===== config.mk =====
export PLATFORM = sky130hd
export DESIGN_NAME = repeating_key_xor_hex_codec
export DESIGN_NICKNAME = d
export VERILOG_FILES = /design/src/sv/rkxh_pkg.sv /design/src/sv/repeating_key_xor_hex_codec.sv /design/src/sv/rkxh_cfg.sv /design/src/sv/rkxh_core.sv /design/src/sv/rkxh_obuf.sv
export SDC_FILE = /design/constraint.sdc
export NUM_CORES = 1
export LEC_CHECK = 0
export ABC_AREA = 0
export ABC_CLOCK_PERIOD_IN_PS = 5300
export BUFFER_PORTS_ARGS = -buffer_cell sky130_fd_sc_hd__buf_2
export CAP_MARGIN = 20
export CORE_ASPECT_RATIO = 1.5
export CORE_MARGIN = 3
export CORE_UTILIZATION = 58
export DETAILED_ROUTE_END_ITERATION = 16
export PLACE_DENSITY = 0.92
export SYNTH_ARGS = -nofsm -noshare
export SYNTH_HDL_FRONTEND = slang
export SYNTH_HIERARCHICAL = 1
export SYNTH_SLANG_ARGS = --single-unit

===== constraint.sdc =====
create_clock -name clk -period 5.3 [get_ports clk]
set_input_delay 0.53 -clock clk [delete_from_list [all_inputs] [get_ports clk]]
set_output_delay 0.53 -clock clk [all_outputs]
set_load 0.005 [all_outputs]

===== src/sv/rkxh_pkg.sv =====
`timescale 1ns / 1ps
`default_nettype none
package rkxh_pkg;

  localparam int ADDR_W = 3;
  localparam int DATA_W = 32;

  // Register indexes (byte address / 4)
  localparam logic REG_MODE       = 1'b0;
  localparam logic REG_KEY_LENGTH = 1'b1;

  localparam logic MODE_ENCRYPT = 1'b0;
  localparam logic MODE_DECRYPT = 1'b1;

  localparam logic [7:0] KEY_SUB = 8'd15;
  localparam logic [7:0] KEY_LENGTH_RESET = 8'd70;

  localparam int KEY_TEXT_LEN = 70;
  localparam logic [8*KEY_TEXT_LEN-1:0] KEY_TEXT =
    "89JFSjo8HUbhou5776NJOMp9i90ghg7Y78G78t68899y79HY7g7y87y9ED45Ew30O0jkkl";

  typedef struct packed {
    logic [7:0] data_in;
    logic       last_in;
  } req_item_t;

  typedef struct packed {
    logic [7:0] data_out;
    logic       last_out;
    logic       error_flag;
  } rsp_item_t;

  typedef struct packed {
    logic       mode;
    logic [7:0] key_length;
  } cfg_t;

  // Up to two results produced by one request
  typedef struct packed {
    logic [1:0] count;
    rsp_item_t  first;
    rsp_item_t  second;
  } res_t;

  // Built-in key: the key text, zero past its end
  function automatic logic [7:0] key_byte(input logic [7:0] idx);
    logic [7:0] b;
    b = 8'd0;
    if (int'(idx) < KEY_TEXT_LEN) begin
      b = KEY_TEXT[(KEY_TEXT_LEN - 1 - int'(idx)) * 8 +: 8];
    end
    return b;
  endfunction

  function automatic logic [7:0] hex_char(input logic [3:0] n);
    logic [7:0] c;
    if (n < 4'd10) begin
      c = 8'h30 + {4'd0, n};
    end else begin
      c = 8'h61 + {4'd0, n} - 8'd10;
    end
    return c;
  endfunction

  // {valid, value}; accepts either case
  function automatic logic [4:0] hex_decode(input logic [7:0] c);
    logic [4:0] r;
    r = 5'd0;
    if (c >= 8'h30 && c <= 8'h39) begin
      r = {1'b1, 4'(c - 8'h30)};
    end else if (c >= 8'h61 && c <= 8'h66) begin
      r = {1'b1, 4'(c - 8'h61 + 8'd10)};
    end else if (c >= 8'h41 && c <= 8'h46) begin
      r = {1'b1, 4'(c - 8'h41 + 8'd10)};
    end
    return r;
  endfunction

endpackage
`default_nettype wire


===== src/sv/repeating_key_xor_hex_codec.sv =====
`timescale 1ns / 1ps
`default_nettype none
// An accepted request is coded as it loads into the result register, which waits while earlier
//   results are still held. Encrypt sends two hex characters per byte through the one result
//   port; decrypt takes one character per cycle while rsp_stall stays low.
// Reset (rst, synchronous, active high): mode encrypt, key length 70, key index 0, no
//   held nibble, input and result registers empty.
module repeating_key_xor_hex_codec #(
  parameter int KEY_DEPTH = 128
) (
  input  wire logic                        clk,
  input  wire logic                        rst,
  input  wire logic                        req_valid,
  output logic                             req_stall,
  input  rkxh_pkg::req_item_t              req_item,
  output logic                             rsp_valid,
  input  wire logic                        rsp_stall,
  output rkxh_pkg::rsp_item_t              rsp_item,
  input  wire logic                        psel,
  input  wire logic                        penable,
  input  wire logic                        pwrite,
  input  wire logic [rkxh_pkg::ADDR_W-1:0] paddr,
  input  wire logic [rkxh_pkg::DATA_W-1:0] pwdata,
  output logic      [rkxh_pkg::DATA_W-1:0] prdata,
  output logic                             pready
);
  import rkxh_pkg::*;

  cfg_t      cfg;
  res_t      res;
  req_item_t ir_item;
  logic      ir_valid;
  logic      load_ok;
  logic      adv;
  logic      accept;

  assign adv       = ir_valid & load_ok;
  assign req_stall = ir_valid & ~load_ok;
  assign accept    = req_valid & ~req_stall;

  always_ff @(posedge clk) begin
    if (rst) begin
      ir_valid <= 1'b0;
    end else if (accept) begin
      ir_valid <= 1'b1;
    end else if (adv) begin
      ir_valid <= 1'b0;
    end
  end

  always_ff @(posedge clk) begin
    if (accept) begin
      ir_item <= req_item;
    end
  end

  rkxh_cfg u_cfg (
    .clk     (clk),
    .rst     (rst),
    .psel    (psel),
    .penable (penable),
    .pwrite  (pwrite),
    .paddr   (paddr),
    .pwdata  (pwdata),
    .prdata  (prdata),
    .pready  (pready),
    .cfg     (cfg)
  );

  rkxh_core #(
    .KEY_DEPTH (KEY_DEPTH)
  ) u_core (
    .clk  (clk),
    .rst  (rst),
    .fire (adv),
    .item (ir_item),
    .cfg  (cfg),
    .res  (res)
  );

  rkxh_obuf u_obuf (
    .clk       (clk),
    .rst       (rst),
    .load      (adv),
    .res       (res),
    .load_ok   (load_ok),
    .rsp_valid (rsp_valid),
    .rsp_stall (rsp_stall),
    .rsp_item  (rsp_item)
  );

endmodule
`default_nettype wire


===== src/sv/rkxh_cfg.sv =====
`timescale 1ns / 1ps
`default_nettype none
module rkxh_cfg (
  input  wire logic                       clk,
  input  wire logic                       rst,
  input  wire logic                       psel,
  input  wire logic                       penable,
  input  wire logic                       pwrite,
  input  wire logic [rkxh_pkg::ADDR_W-1:0] paddr,
  input  wire logic [rkxh_pkg::DATA_W-1:0] pwdata,
  output logic      [rkxh_pkg::DATA_W-1:0] prdata,
  output logic                            pready,
  output rkxh_pkg::cfg_t                  cfg
);
  import rkxh_pkg::*;

  logic reg_idx;
  logic wr;

  assign pready  = 1'b1;
  assign reg_idx = paddr[2];
  assign wr      = psel & penable & pwrite;

  always_ff @(posedge clk) begin
    if (rst) begin
      cfg.mode       <= MODE_ENCRYPT;
      cfg.key_length <= KEY_LENGTH_RESET;
    end else if (wr) begin
      case (reg_idx)
        REG_MODE:       cfg.mode       <= pwdata[0];
        REG_KEY_LENGTH: cfg.key_length <= pwdata[7:0];
        default: ;
      endcase
    end
  end

  always_comb begin
    case (reg_idx)
      REG_MODE:       prdata = {{(DATA_W-1){1'b0}}, cfg.mode};
      REG_KEY_LENGTH: prdata = {{(DATA_W-8){1'b0}}, cfg.key_length};
      default:        prdata = '0;
    endcase
  end

endmodule
`default_nettype wire


===== src/sv/rkxh_core.sv =====
`timescale 1ns / 1ps
`default_nettype none
module rkxh_core #(
  parameter int KEY_DEPTH = 128
) (
  input  wire logic                clk,
  input  wire logic                rst,
  input  wire logic                fire,
  input  rkxh_pkg::req_item_t      item,
  input  rkxh_pkg::cfg_t           cfg,
  output rkxh_pkg::res_t           res
);
  import rkxh_pkg::*;

  localparam int IDX_W = (KEY_DEPTH > 1) ? $clog2(KEY_DEPTH) : 1;
  localparam logic [8:0] DEPTH_L = 9'(KEY_DEPTH);

  logic [IDX_W-1:0] key_index, key_index_next;
  logic [3:0]       pending_nibble, pending_nibble_next;
  logic             half_pair, half_pair_next;

  logic [7:0] key;
  logic [8:0] eff_len;
  logic [8:0] nx;
  logic [IDX_W-1:0] key_adv;
  logic [4:0] hv;
  logic [7:0] enc_b;
  logic [7:0] dec_b;

  assign key   = key_byte(8'(key_index));
  assign nx    = 9'(key_index) + 9'd1;
  assign hv    = hex_decode(item.data_in);
  assign enc_b = (item.data_in ^ key) - KEY_SUB;
  assign dec_b = ({pending_nibble, hv[3:0]} + KEY_SUB) ^ key;

  always_comb begin
    if (cfg.key_length == 8'd0) begin
      eff_len = 9'd1;
    end else if ({1'b0, cfg.key_length} > DEPTH_L) begin
      eff_len = DEPTH_L;
    end else begin
      eff_len = {1'b0, cfg.key_length};
    end
    key_adv = (nx >= eff_len) ? '0 : nx[IDX_W-1:0];
  end

  always_comb begin
    res                 = '0;
    key_index_next      = key_index;
    pending_nibble_next = pending_nibble;
    half_pair_next      = half_pair;
    if (cfg.mode == MODE_ENCRYPT) begin
      res.count         = 2'd2;
      res.first         = '{data_out: hex_char(enc_b[7:4]), last_out: 1'b0, error_flag: 1'b0};
      res.second        = '{data_out: hex_char(enc_b[3:0]), last_out: item.last_in,
                            error_flag: 1'b0};
      key_index_next    = key_adv;
    end else if (!hv[4]) begin
      // drop the character, keep any held nibble unless the message ends here
      res.count = 2'd1;
      res.first = '{data_out: 8'd0, last_out: item.last_in, error_flag: 1'b1};
    end else if (!half_pair) begin
      if (item.last_in) begin
        res.count = 2'd1;
        res.first = '{data_out: 8'd0, last_out: 1'b1, error_flag: 1'b1};
      end else begin
        pending_nibble_next = hv[3:0];
        half_pair_next      = 1'b1;
      end
    end else begin
      res.count           = 2'd1;
      res.first           = '{data_out: dec_b, last_out: item.last_in, error_flag: 1'b0};
      pending_nibble_next = 4'd0;
      half_pair_next      = 1'b0;
      key_index_next      = key_adv;
    end
    if (item.last_in) begin
      key_index_next      = '0;
      pending_nibble_next = 4'd0;
      half_pair_next      = 1'b0;
    end
  end

  always_ff @(posedge clk) begin
    if (rst) begin
      key_index      <= '0;
      pending_nibble <= 4'd0;
      half_pair      <= 1'b0;
    end else if (fire) begin
      key_index      <= key_index_next;
      pending_nibble <= pending_nibble_next;
      half_pair      <= half_pair_next;
    end
  end

`ifndef SYNTHESIS
  a_msg_end_clears: assert property (@(posedge clk) disable iff (rst)
    fire && item.last_in |=> key_index == '0 && !half_pair && pending_nibble == 4'd0)
    else $error("state not cleared after message end");

  a_encrypt_two: assert property (@(posedge clk) disable iff (rst)
    fire && cfg.mode == MODE_ENCRYPT |-> res.count == 2'd2)
    else $error("encrypt request must give two results");

  a_error_zero_data: assert property (@(posedge clk) disable iff (rst)
    fire && res.count != 2'd0 && res.first.error_flag |-> res.first.data_out == 8'd0)
    else $error("error result carries data");

  a_pair_clears: assert property (@(posedge clk) disable iff (rst)
    fire && cfg.mode == MODE_DECRYPT && half_pair && hv[4] |=> !half_pair)
    else $error("held nibble not consumed");
`endif

endmodule
`default_nettype wire


===== src/sv/rkxh_obuf.sv =====
`timescale 1ns / 1ps
`default_nettype none
module rkxh_obuf (
  input  wire logic           clk,
  input  wire logic           rst,
  input  wire logic           load,
  input  rkxh_pkg::res_t      res,
  output logic                load_ok,
  output logic                rsp_valid,
  input  wire logic           rsp_stall,
  output rkxh_pkg::rsp_item_t rsp_item
);
  import rkxh_pkg::*;

  logic [1:0] cnt;
  rsp_item_t  slot0, slot1;
  logic       take;

  assign rsp_valid = (cnt != 2'd0);
  assign rsp_item  = slot0;
  assign take      = rsp_valid & ~rsp_stall;
  // free now, or free once the last held result leaves this cycle
  assign load_ok   = (cnt == 2'd0) || (cnt == 2'd1 && take);

  always_ff @(posedge clk) begin
    if (rst) begin
      cnt <= 2'd0;
    end else if (load) begin
      cnt <= res.count;
    end else if (take) begin
      cnt <= cnt - 2'd1;
    end
  end

  always_ff @(posedge clk) begin
    if (load) begin
      slot0 <= res.first;
      slot1 <= res.second;
    end else if (take) begin
      slot0 <= slot1;
    end
  end

endmodule
`default_nettype wire


=== Yosys cells after proc, flatten, opt, wreduce, memory -nomap -nowiden ===
Cells that the tools add are included.

* Flip-flop bits (word level): 53
* Output and inout bits: 45
* Word-level logic and storage cells: 106

* $add $sub $neg: 16
* $lt $le $gt $ge: 11
* Eq/ne operators: 3
* Shifts and indexed selects: 1
* Muxes and demuxes: 32
* Bitwise operators: 12
* Reduce and logical (&&, ||, !) cells: 16

{| class="wikitable"
|+ Operator list
! operator !! number
|-
| variable part select 560 x 32 -> 8 bit (first input constant) || 1
|-
| one-hot mux 32 bit (2 select lines) || 1
|-
| two-way mux 7 bit || 5
|-
| two-way mux 8 bit || 4
|-
| two-way mux 12 bit || 2
|-
| subtractor 8 x 4 -> 8 bit (second input constant) || 3
|-
| two-way mux 11 bit || 2
|-
| two-way mux 10 bit || 2
|-
| adder 7 x 4 -> 8 bit (first input constant) || 2
|-
| >= comparator 8 x 7 -> 1 bit (second input constant) || 2
|-
| less-or-equal comparator 8 x 7 -> 1 bit (second input constant) || 2
|-
| two-way mux 4 bit || 4
|-
| XOR 8 bit || 2
|-
| two-way mux 5 bit || 3
|-
| adder 6 x 4 -> 7 bit (first input constant) || 2
|-
| subtractor 4 x 1 -> 4 bit (second input constant) || 3
|-
| nonzero test 2 bit || 5
|-
| >= comparator 9 bit || 1
|-
| two-way mux 9 bit || 1
|-
| adder 4 bit (second input constant) || 2
|-
| adder 7 x 1 -> 8 bit (second input constant) || 1
|-
| adder 8 x 4 -> 8 bit (second input constant) || 1
|-
| >= comparator 8 x 6 -> 1 bit (second input constant) || 1
|-
| > comparator 8 bit (second input constant) || 1
|-
| 17 further kinds || 38
|}

=== Logic depth before layout (Yosys ltp) ===
Gate-level depths: netlist of the first run.

* Word-level depth: 11
* Mapped depth: 19
* Gate-level depth less buffers: 17

=== By module ===
Netlist of the first run, hierarchy kept.

{| class="wikitable"
|+ By module, submodules not included
! module !! instances !! cells an instance !! area an instance (sq um) !! sequential area each (sq um)
|-
| rkxh_core || 1 || 527 || 3693.5 || 240.2
|-
| rkxh_obuf || 1 || 50 || 862.1 || 640.6
|-
| rkxh_cfg || 1 || 74 || 653.1 || 180.2
|-
| repeating_key_xor_hex_codec || 1 || 14 || 326.6 || 290.3
|}

=== Worst setup path before layout of the first run ===
OpenSTA, ideal clock, no wires.

* Path kind: register to register
* Start point: register u_core.key_index[1]
* End point: register u_obuf.slot0 (netlist bit u_obuf/rsp_item[4]), data pin
* Library setup time: 260 ps
* Arrival time: 4149 ps
* Required time: 5040 ps
* Path slack: 891 ps
* Cell stages (with the launch flop): 18
* Buffers on the path: 2
* Period minus slack after synthesis: 4409 ps
* Cells stage by stage: dfxtp_1 > ha_1 > buf_2 > clkbuf_1 > xor2_1 > a41o_1 > or4_1 > nand4_1 > and2_1 > ha_1 > inv_1 > or3_1 > xnor2_1 > inv_1 > ha_1 > and4b_1 > a211o_1 > mux2_2

{| class="wikitable"
|+ RTL lines
! what !! line !! text
|-
| from (decl) || rkxh_core.sv:18 || <nowiki>logic [IDX_W-1:0] key_index, key_index_next;</nowiki>
|-
| from (signal assigned) || rkxh_core.sv:90 || <nowiki>key_index <= key_index_next;</nowiki>
|-
| to (signal assigned) || rkxh_obuf.sv:37 || <nowiki>slot0 <= res.first;</nowiki>
|-
| to (signal assigned) || rkxh_obuf.sv:40 || <nowiki>slot0 <= slot1;</nowiki>
|-
| to (decl) || rkxh_obuf.sv:16 || <nowiki>rsp_item_t slot0, slot1;</nowiki>
|}

==> out/qor.txt, run 1 <==
R2r setup slk = 0.21 ns
Proportion of synthesized area in mux cells = 5.176%
DRC violations left = 0
Leak = 2.383 nW
Final Hold Viols = 0
Mapped cell area = 5535 um2
Ys flop type = edfxtp_1
Worst R2R Path Depth = 20
DP HPWL = 11940 um
Met1 Resource Use GR = 30.72%
Area Overhead vs Synth = 5.628%
Setup TNS = 0 ns
Tightest Pin Transition = 1.237 ns
CTS H-tree depth = 2
Status = finished clean
Vias in the first global route = 5396
Cells after synthesis = 665
Seq pwr share = 43.2%
Hold_buf cts = 0
Reg2reg start = u_core/key_index[2]
N_diodes = 0
Rows = 43
GR Util met3 = 3.992%
Number of top-level pins = 96
Clk pwr share = 29.0%
Post-CTS Setup Repair Bufs = 0
Share of cells above drive strength 1 = 17.44%
1st-pass router iterations = 5
Largest family of logic cells by synthesized area = simple AND/OR/NAND/NOR gates
Clk_skew = 0.01121 ns
Final WL = 16230 um
Util after Layout = 63.18%
Max Fanout on Critical Path = 31
Arr. time, crit path = 5.14 ns
Crit end category = register
GP Congestion = 1.041
Peak supply drop = 0.3097 mV
Synth Area in Compound Gates = 23.58%
1st-iter DRT viols = 505
Clock buffer depth = 2
Post_cts resized = 0
Final #Nets = 763
Hold Crit Class = input port to register
Fillers = 741
Cell depth of the worst min-delay path = 1
Slowest cell on crit path = or3_1
Terminus of the critical flop-to-flop path = u_obuf/rsp_item[4]
DR vias/cell = 6.852
Vias = 5523
Synth Register Bits = 53
Library cells used by synthesis = 90
Final period util = 96.09%
Fin. max-slew vios = 0
Layer with the highest usage = met2
Worst rel slew slack = 15.39%
Max-cap viol count = 0
Worst hold endpoint = ir_item[5]
Critical path data required time = 5.34 ns
Yosys warns = 6
RSZ-0062 raised after global routing = no
Hold WS = 0.4070 ns
Core area = 9254 um2
Wirelength per Cell = 20.14 um
Simple-Gate Fraction of Synth Area = 24.57%
PortBufs = 44
PD cells = 200.5 nW/um2
Met2 usage = 54.08%
CTS tree = built
Overflow after GRT = 0
Final ANT Viol Nets = 0
Clk sinks = 53
Die footprint = 10780 um2
Antenna violations before repair = 0
Final setup vio count = 0
Initial Util = 59.82%
Internal cell power = 0.7958 mW
Min-delay src = req_item[5]
Inserted Clock Buffers = 5
Crit path time final = 5.093 ns
Crit-path cells = buf_4 -> ha_1 -> buf_4 -> xor2_2 -> nor3_1 -> a221oi_1 -> buf_4 -> a211o_1 -> a31oi_1 -> o221ai_2 -> inv_1 -> ha_1 -> inv_1 -> or3_1 -> xnor2_1 -> inv_1 -> ha_1 -> and4b_1 -> a211o_1 -> mux2_2
Reg clk slew, reported paths = 0.07 ns
Root Driver = clkbuf_16
Comb power frac = 27.7%
Largest net degree at the start of global routing = 33
First-pass GRT wire length = 26160 um
Tot GR Track Use = 29.77%
Xor/xnor cell area share of the yosys netlist = 7.527%
Crit Path Class = register to register
Die height = 125.6 um
Commonest non-fill, non-tap cells in the layout = nor2_1, buf_2, nand2_1, a21oi_1, edfxtp_1
Die W = 85.77 um
Type of origin of the critical path = register
Cell area after layout = 5847 um2
Clk_lat worst skew = 0.30 ns
Sw Pwr = 0.3766 mW
FFs w/ async S/R, synth = 0%
Post-synth EDFFs = 29
F_max = 196.3 MHz
Critical Path Max Stage Delay = 0.40 ns
Commonest non-fill, non-tap cell in the layout = nor2_1
Adder-cell share of the synthesized area = 4.476%
Seq/Total Area, Yosys = 24.41%
Placement Cell Area = 5692 um2
Synth Area per Inst = 8.324 um2
Switching Share = 32.12%
## kinds of logic (layout without fill, tap and decap cells)
logic type | count (synthesis) | in the layout
AOI/OAI and AO/OA | 176 | 176
adders and majority gates | 20 | 20
muxes | 27 | 27
other | 3 | 27
xor gates and xnor gates | 41 | 41
and+or+nand+nor | 251 | 251
DFF | 53 | 53
buffers and inverters | 94 | 99
## through the flow
stage,power [mW],std cells,setup slack [ns]
3_3_place_gp,0.8025,797,0.5739
3_5_place_dp,0.8260,797,0.3474
4_1_cts,1.163,805,0.3276
6_report,1.172,806,0.2070
5_1_grt,1.219,806,0.04293
2_1_floorplan,0.7386,689,0.8911
## final cells by class
cell class,instances,area (um2),share of cell area (%)
Clock inverter,3,25.02,0.4280
Tap cell,112,140.1,2.397
Clock buffer,5,125.1,2.140
Inverter,22,82.58,1.412
Multi-Input combinational cell,542,3717,63.58
Timing Repair Buffer,69,405.4,6.933
Sequential cell,53,1351,23.11
## Yosys cell counts, types with 19 or more instances
cell type,count,area [um2]
dfxtp_1,24,480.5
nor2_1,59,221.5
nand2b_1,26,162.7
ha_1,19,237.7
buf_4,35,262.8
inv_1,20,75.07
o21ai_0,24,120.1
edfxtp_1,29,870.8
a21oi_1,39,195.2
nand2_1,43,161.4
xnor2_1,24,210.2
## how the worst max path moves through the flow
stage / from / to / depth (start not counted)
global route: u_core/key_index[2] / u_obuf/rsp_item[4] / 19
finish: u_core/key_index[2] / u_obuf/rsp_item[4] / 20
global placement: u_core/key_index[2] / u_obuf/rsp_item[4] / 20
CTS: u_core/key_index[2] / u_obuf/rsp_item[4] / 20
floorplan: u_core/key_index[1] / u_obuf/rsp_item[4] / 17
detailed placement: u_core/key_index[2] / u_obuf/rsp_item[4] / 20
## power groups by stage
stage	combinational, mW	sequential (mW)	clock [mW]
after floorplan	0.230	0.509	0
after global placement	0.290	0.513	0
after detailed placement	0.311	0.515	0
after CTS	0.316	0.506	0.341
after global routing	0.352	0.510	0.357
final	0.325	0.507	0.341
## critical path: cells and delay by family, from the launching register on
family	cells	cell delay (ns)
compound gates	5	1.12
xor+xnor	2	0.35
fa+ha+maj	3	0.69
buf+inv	6	1.08
flops	1	0.34
mux	1	0.28
simple gates	3	0.96
## state kept, by name (all words and copies together), names as in the netlist
signal,flops
u_obuf/rsp_item,10
ir_valid,1
u_core/key_index,7
u_core/pending_nibble,4
u_obuf/cnt,2
u_obuf/slot1,10
u_core/half_pair,1
u_cfg/cfg,9
ir_item,9
## per-layer routing
| layer | up-vias | wire [um] |
|---|---|---|
| li1 | 2450 | - |
| met1 | 2634 | 5622 |
| met2 | 333 | 8556 |
| met3 | 106 | 988 |
| met4 | 0 | 1063 |
| met5 | - | 0 |
Note: power is estimated with default switching activity, not from simulation.
==> run 2, diff against run 1 <==
Settings changed: CTS_CLUSTER_SIZE set to 8, HOLD_SLACK_MARGIN set to 0.12, RECOVER_POWER set to 100.
==> run 2 against run 1 <==
  * The run now ends with max-capacitance violations, max-slew violations left
  * Cell count did not move
  * Combinational power fell by 2%
  * Setup slack got worse by 0.013 ns
  * Clock-buffer cell count did not move
  * Clock skew fell by 0.0013 ns
  * Routed wire length barely moved
  * Global-route usage did not move
  * Highest routed layer unchanged
  * Core utilization fell by 0.47 points
  * First-iteration DRC count fell by 4.2%
  * Sequential share of layout area rose by 0.17 points
  * Non-clock buffer count did not move
  * Register-to-register slack barely moved
==> out/qor.txt, run 2 (synthesized netlist as in run 1, its figures left out) <==
PD cells = 200.6 nW/um2 (about the same)
1st-iter DRT viols = 484 (-4.2%)
Die footprint = 10780 um2 (unchanged)
Failing checks = max-capacitance violations, max-slew violations
Reg2reg start = u_core/key_index[2]
Clk sinks = 53 (unchanged)
Largest net degree at the start of global routing = 33 (unchanged)
Die height = 125.6 um (unchanged)
Tightest Pin Transition = 1.502 ns (+0.2646 ns)
Post-CTS Setup Repair Bufs = 0 (unchanged)
DP HPWL = 11940 um (unchanged)
Area Overhead vs Synth = 4.837%
Leak = 2.335 nW (-2.0%)
Internal cell power = 0.7903 mW (-0.69%)
Status = finished, violations left
Root Driver = clkbuf_16
Switching Share = 32.12% (about the same)
CTS tree = built
Max Fanout on Critical Path = 31 (unchanged)
Setup ws final = 0.1944 ns (-0.01259 ns)
Hold WS = 0.4065 ns (-0.0004900 ns)
Post_cts resized = 0 (unchanged)
GP Congestion = 1.041 (unchanged)
Metal2 WL = 8501 um (-0.64%)
Pre-CTS setup slack = 0.3474 ns (unchanged)
Sw Pwr = 0.3740 mW (-0.69%)
DRC violations left = 0 (unchanged)
Fin. max-slew vios = 26 (+26)
Max layer used = met4
Cell depth of the worst min-delay path = 1 (unchanged)
Final Non-Filler Cells = 806 (unchanged)
Crit path time final = 5.106 ns (+0.01259 ns)
CTS H-tree depth = 2 (unchanged)
Core area = 9254 um2 (unchanged)
RSZ-0062 raised after global routing = no
Worst hold endpoint = ir_item[5]
Wirelength per Cell = 20.15 um (about the same)
Rows = 43 (unchanged)
Worst rel slew slack = -0.1743% (-16 points)
Max-cap viol count = 1 (+1)
Crit end category = register
First-pass GRT wire length = 26160 um (unchanged)
Hold Crit Class = input port to register
1st-pass router iterations = 6 (+1)
Final setup vio count = 0 (unchanged)
DR vias/cell = 6.834 (-0.27%)
Met3 wire length = 1067 um (+8.0%)
Hold_buf cts = 0 (unchanged)
Clk_skew = 0.009900 ns (-0.001311 ns)
Tot GR Track Use = 29.77% (unchanged)
Clock buffer depth = 2 (unchanged)
Initial Util = 59.82% (unchanged)
Inserted Clock Buffers = 5 (unchanged)
Commonest non-fill, non-tap cells in the layout = nor2_1, nand2_1, a21oi_1, buf_2, edfxtp_1
Inst Count DP = 797 (unchanged)
Power Total = 1.164 mW (-0.69%)
WL met1 = 5596 um (-0.46%)
Final Hold Viols = 0 (unchanged)
Overflow after GRT = 0 (unchanged)
Die W = 85.77 um (unchanged)
Final WL = 16240 um (about the same)
Seq pwr share = 43.6% (+0.4 points)
Type of origin of the critical path = register
Worst R2R Path Depth = 20 (unchanged)
Terminus of the critical flop-to-flop path = u_obuf/rsp_item[4]
Arr. time, crit path = 5.15 ns (about the same)
Min-delay src = req_item[5]
Comb power frac = 27.2% (-0.5 points)
Final period util = 96.33% (+0.24 points)
Crit Path Class = register to register
Antenna violations before repair = 0 (unchanged)
Number of top-level pins = 96 (unchanged)
Clk_lat worst skew = 0.30 ns (about the same)
Clk pwr share = 29.2% (+0.2 points)
Critical path data required time = 5.35 ns (about the same)
Final #Nets = 763 (unchanged)
Setup TNS = 0 ns (unchanged)
Vias in the first global route = 5396 (unchanged)
F_max = 195.9 MHz (-0.25%)
Share of cells above drive strength 1 = 14.99% (-2.4 points)
Vias = 5508 (-0.27%)
N_diodes = 0 (unchanged)
R2r setup slk = 0.19 ns (about the same)
Commonest non-fill, non-tap cell in the layout = nor2_1
Final ANT Viol Nets = 0 (unchanged)
Peak supply drop = 0.2936 mV (-5.2%)
Reg clk slew, reported paths = 0.07 ns (about the same)
PortBufs = 44 (unchanged)
==> run 2: cell types whose count changed in the layout (fill, tap and decap cells not counted), moves of 2 or more <==
cell,delta
and2_0,+2
and2_1,-2
buf_2,-12
clkbuf_1,+14
==> run 2: power groups by stage <==
stage,clock network [mW],logic (mW),registers [mW]
after global routing,0.357,0.344,0.511
after detailed placement,0,0.311,0.515
final,0.340,0.317,0.507
after floorplan,0,0.230,0.509
after CTS,0.341,0.316,0.506
after global placement,0,0.290,0.513
==> run 2: stage by stage <==
stage	area (um2)	util (%)
2_1_floorplan	5625	-
3_3_place_gp	5692	61.51
3_5_place_dp	5692	61.51
4_1_cts	5842	63.13
5_1_grt	5803	62.71
6_report	5803	62.71
==> run 2: layout make-up <==
cell class	instances	area (um2)
Clock buffer	5	125.1
Clock inverter	3	25.02
Fill cell	757	3451
Inverter	22	82.58
Multi-Input combinational cell	542	3694
Sequential cell	53	1351
Tap cell	112	140.1
Timing Repair Buffer	69	385.4
==> run 2: critical path, stage by stage, from the launching register on <==
cell	delay, ns
dfxtp_1	0.35
buf_4	0.33
ha_1	0.28
buf_4	0.30
xor2_1	0.16
nor3_1	0.34
a221oi_1	0.13
buf_4	0.18
a211o_1	0.28
a31oi_1	0.24
o221ai_2	0.17
inv_1	0.09
ha_1	0.20
inv_1	0.11
or3_1	0.39
xnor2_1	0.22
inv_1	0.07
ha_1	0.21
and4b_1	0.22
a211o_1	0.31
mux2_2	0.28
==> run 2: worst max path at each step <==
| stage | slack [ns] | start | to |
|---|---|---|---|
| after floorplan | 0.89 | u_core/key_index[1] | u_obuf/rsp_item[4] |
| after global placement | 0.57 | u_core/key_index[2] | u_obuf/rsp_item[4] |
| after detailed placement | 0.35 | u_core/key_index[2] | u_obuf/rsp_item[4] |
| after CTS | 0.33 | u_core/key_index[2] | u_obuf/rsp_item[4] |
| after global routing | 0.02 | u_core/key_index[2] | u_obuf/rsp_item[4] |
| final | 0.19 | u_core/key_index[2] | u_obuf/rsp_item[4] |
==> run 2: routing by layer <==
| metal | vias up | track usage [%] |
|---|---|---|
| met5 | - | 0 |
| met4 | 0 | 20.69 |
| met3 | 110 | 3.992 |
| met2 | 380 | 54.08 |
| met1 | 2562 | 30.72 |
| li1 | 2456 | - |
==> run 3, diff against run 2 <==
Settings changed: RECOVER_POWER 100 to 25.
==> run 3 against run 2 <==
  * Final area is 0.54% higher
  * Global-route usage did not move
  * Clock power hardly changed
  * Sequential power barely moved
  * Critical endpoint unchanged
  * Via count is 0.18% higher
  * The flow now finishes without violations
  * Hold slack improved by 0.00056 ns
  * Fmax is 0.24% higher
  * Core utilization rose by 0.34 points
  * Critical path depth stayed put
  * Clock skew up 0.0012 ns
  * Combinational power is 2% higher
==> out/qor.txt, run 3 (synthesized netlist as in run 1, its figures left out) <==
Status = finished clean
End point of the critical path = u_obuf/rsp_item[4]
Clk_skew = 0.01112 ns (+0.001221 ns)
Worst rel slew slack = 15.58% (+16 points)
Vias in the first global route = 5396 (unchanged)
Final ANT Viol Nets = 0 (unchanged)
Setup TNS = 0 ns (unchanged)
Final setup vio count = 0 (unchanged)
Share of cells above drive strength 1 = 16.71% (+1.7 points)
Arr. time, crit path = 5.14 ns (about the same)
Critical path startpoint = u_core/key_index[2]
CP Buf/Inv Count = 6 (unchanged)
DP HPWL = 11940 um (unchanged)
Number of top-level pins = 96 (unchanged)
Final Hold Viols = 0 (unchanged)
Hold_buf cts = 0 (unchanged)
Reg clk slew, reported paths = 0.07 ns (about the same)
Clk pwr share = 29.1% (about the same)
Final WL = 16190 um (-0.27%)
Tot GR Track Use = 29.77% (unchanged)
Antenna violations before repair = 0 (unchanged)
Die footprint = 10780 um2 (unchanged)
Fillers = 745 (-1.6%)
Slowest cell on crit path = or3_1
First-pass GRT wire length = 26160 um (unchanged)
Vias = 5518 (+0.18%)
Clk sinks = 53 (unchanged)
Clk_lat worst skew = 0.30 ns (about the same)
Wirelength per Cell = 20.09 um (-0.27%)
Sw Pwr = 0.3748 mW (+0.21%)
Worst R2R Path Depth = 20 (unchanged)
Final #Nets = 763 (unchanged)
PortBufs = 44 (unchanged)
Rows = 43 (unchanged)
Max-cap viol count = 0 (-1)
F_max = 196.3 MHz (+0.24%)
Critical path depth in cells = 20 (unchanged)
CTS tree = built
Largest delay contributor family on the critical path = compound AO/OA/AOI/OAI gates
Final Non-Filler Cells = 806 (unchanged)
Inst Count DP = 797 (unchanged)
Area Overhead vs Synth = 5.402%
Root Driver = clkbuf_16
DRC violations left = 0 (unchanged)
Core area = 9254 um2 (unchanged)
Post-CTS Setup Repair Bufs = 0 (unchanged)
Hold Crit Class = input port to register
R2r setup slk = 0.21 ns (about the same)
1st-pass router iterations = 7 (+1)
Largest net degree at the start of global routing = 33 (unchanged)
Die height = 125.6 um (unchanged)
Post_cts resized = 0 (unchanged)
Placement Cell Area = 5692 um2 (unchanged)
Leak = 2.370 nW (+1.5%)
Type of origin of the critical path = register
Die W = 85.77 um (unchanged)
Hold WS = 0.4071 ns (+0.0005580 ns)
PD cells = 200.3 nW/um2 (-0.17%)
Crit end category = register
N_diodes = 0 (unchanged)
Clock buffer depth = 2 (unchanged)
Peak supply drop = 0.3089 mV (+5.2%)
Commonest non-fill, non-tap cell in the layout = nor2_1
Terminus of the critical flop-to-flop path = u_obuf/rsp_item[4]
Seq pwr share = 43.4% (-0.2 points)
DR vias/cell = 6.846 (+0.18%)
Reg2reg start = u_core/key_index[2]
Cell depth of the worst min-delay path = 1 (unchanged)
Crit-path cells = buf_4 -> ha_1 -> buf_4 -> xor2_2 -> nor3_1 -> a221oi_1 -> buf_4 -> a211o_1 -> a31oi_1 -> o221ai_2 -> inv_1 -> ha_1 -> inv_1 -> or3_1 -> xnor2_1 -> inv_1 -> ha_1 -> and4b_1 -> a211o_1 -> mux2_2
Inserted Clock Buffers = 5 (unchanged)
Comb power frac = 27.5% (+0.3 points)
Tightest Pin Transition = 1.234 ns (-0.2674 ns)
CTS H-tree depth = 2 (unchanged)
1st-iter DRT viols = 486 (+0.41%)
Critical Path Max Stage Delay = 0.39 ns (about the same)
Final period util = 96.10% (-0.23 points)
Fin. max-slew vios = 0 (-100%)
Cell area after layout = 5834 um2 (+0.54%)
Switching Share = 32.07% (-0.052 points)
Max Fanout on Critical Path = 31 (unchanged)
Critical path data required time = 5.35 ns (about the same)
Initial Util = 59.82% (unchanged)
GP Congestion = 1.041 (unchanged)
Commonest non-fill, non-tap cells in the layout = nor2_1, nand2_1, buf_2, a21oi_1, edfxtp_1
Internal cell power = 0.7939 mW (+0.45%)
Crit Path Class = register to register
Overflow after GRT = 0 (unchanged)
Crit path time final = 5.093 ns (-0.01218 ns)
RSZ-0062 raised after global routing = no
-- run 3: area by class of cell --
cell class,instances,area [um2],share of cell area [%]
multi-input cells,542,3710,63.59
flip-flops and latches,53,1351,23.16
repair buffers,69,400.4,6.863
well taps,112,140.1,2.402
clock buffers,5,125.1,2.145
inverters,22,82.58,1.415
clock inverters,3,25.02,0.4289
-- run 3: worst register-to-register path: stages (launching register included) --
cell      delay (ns)
dfxtp_1         0.34
buf_4           0.32
ha_1            0.29
buf_4           0.31
xor2_2          0.14
nor3_1          0.34
a221oi_1        0.13
buf_4           0.18
a211o_1         0.27
a31oi_1         0.23
o221ai_2        0.16
inv_1           0.08
ha_1            0.20
inv_1           0.12
or3_1           0.39
xnor2_1         0.21
inv_1           0.07
ha_1            0.21
and4b_1         0.22
a211o_1         0.31
mux2_2          0.28
-- run 3: per-stage QoR --
step / power, mW / setup WS, ns / util (%)
CTS: 1.163 / 0.3276 / 63.13
global route: 1.216 / 0.04293 / 63.05
floorplan: 0.7386 / 0.8911 / -
detailed placement: 0.8260 / 0.3474 / 61.51
global placement: 0.8025 / 0.5739 / 61.51
finish: 1.169 / 0.2066 / 63.05
-- run 3: metal layers --
layer  wire [um]  vias to the layer above  GRT usage (%)
li1            -                     2451              -
met1        5579                     2608          30.72
met2        8564                      355          54.08
met3         980                      104          3.992
met4        1069                        0          20.69
met5           0                        -              0
-- run 3: worst min path at each step --
| stage | startpoint | end |
|---|---|---|
| 6_report | req_item[5] | ir_item[5] |
| 5_1_grt | req_item[5] | ir_item[5] |
| 4_1_cts | req_item[5] | ir_item[5] |
| 3_5_place_dp | u_cfg/cfg[5] | u_cfg/cfg[5] |
| 3_3_place_gp | u_core/pending_nibble[3] | u_core/pending_nibble[3] |
| 2_1_floorplan | u_cfg/cfg[0] | u_cfg/cfg[0] |
-- run 3: power by group through the flow --
stage	Clock [mW]	Combinational [mW]	Sequential (mW)
floorplan	0	0.230	0.509
global placement	0	0.290	0.513
detailed placement	0	0.311	0.515
CTS	0.341	0.316	0.506
global route	0.357	0.348	0.510
finish	0.340	0.322	0.507
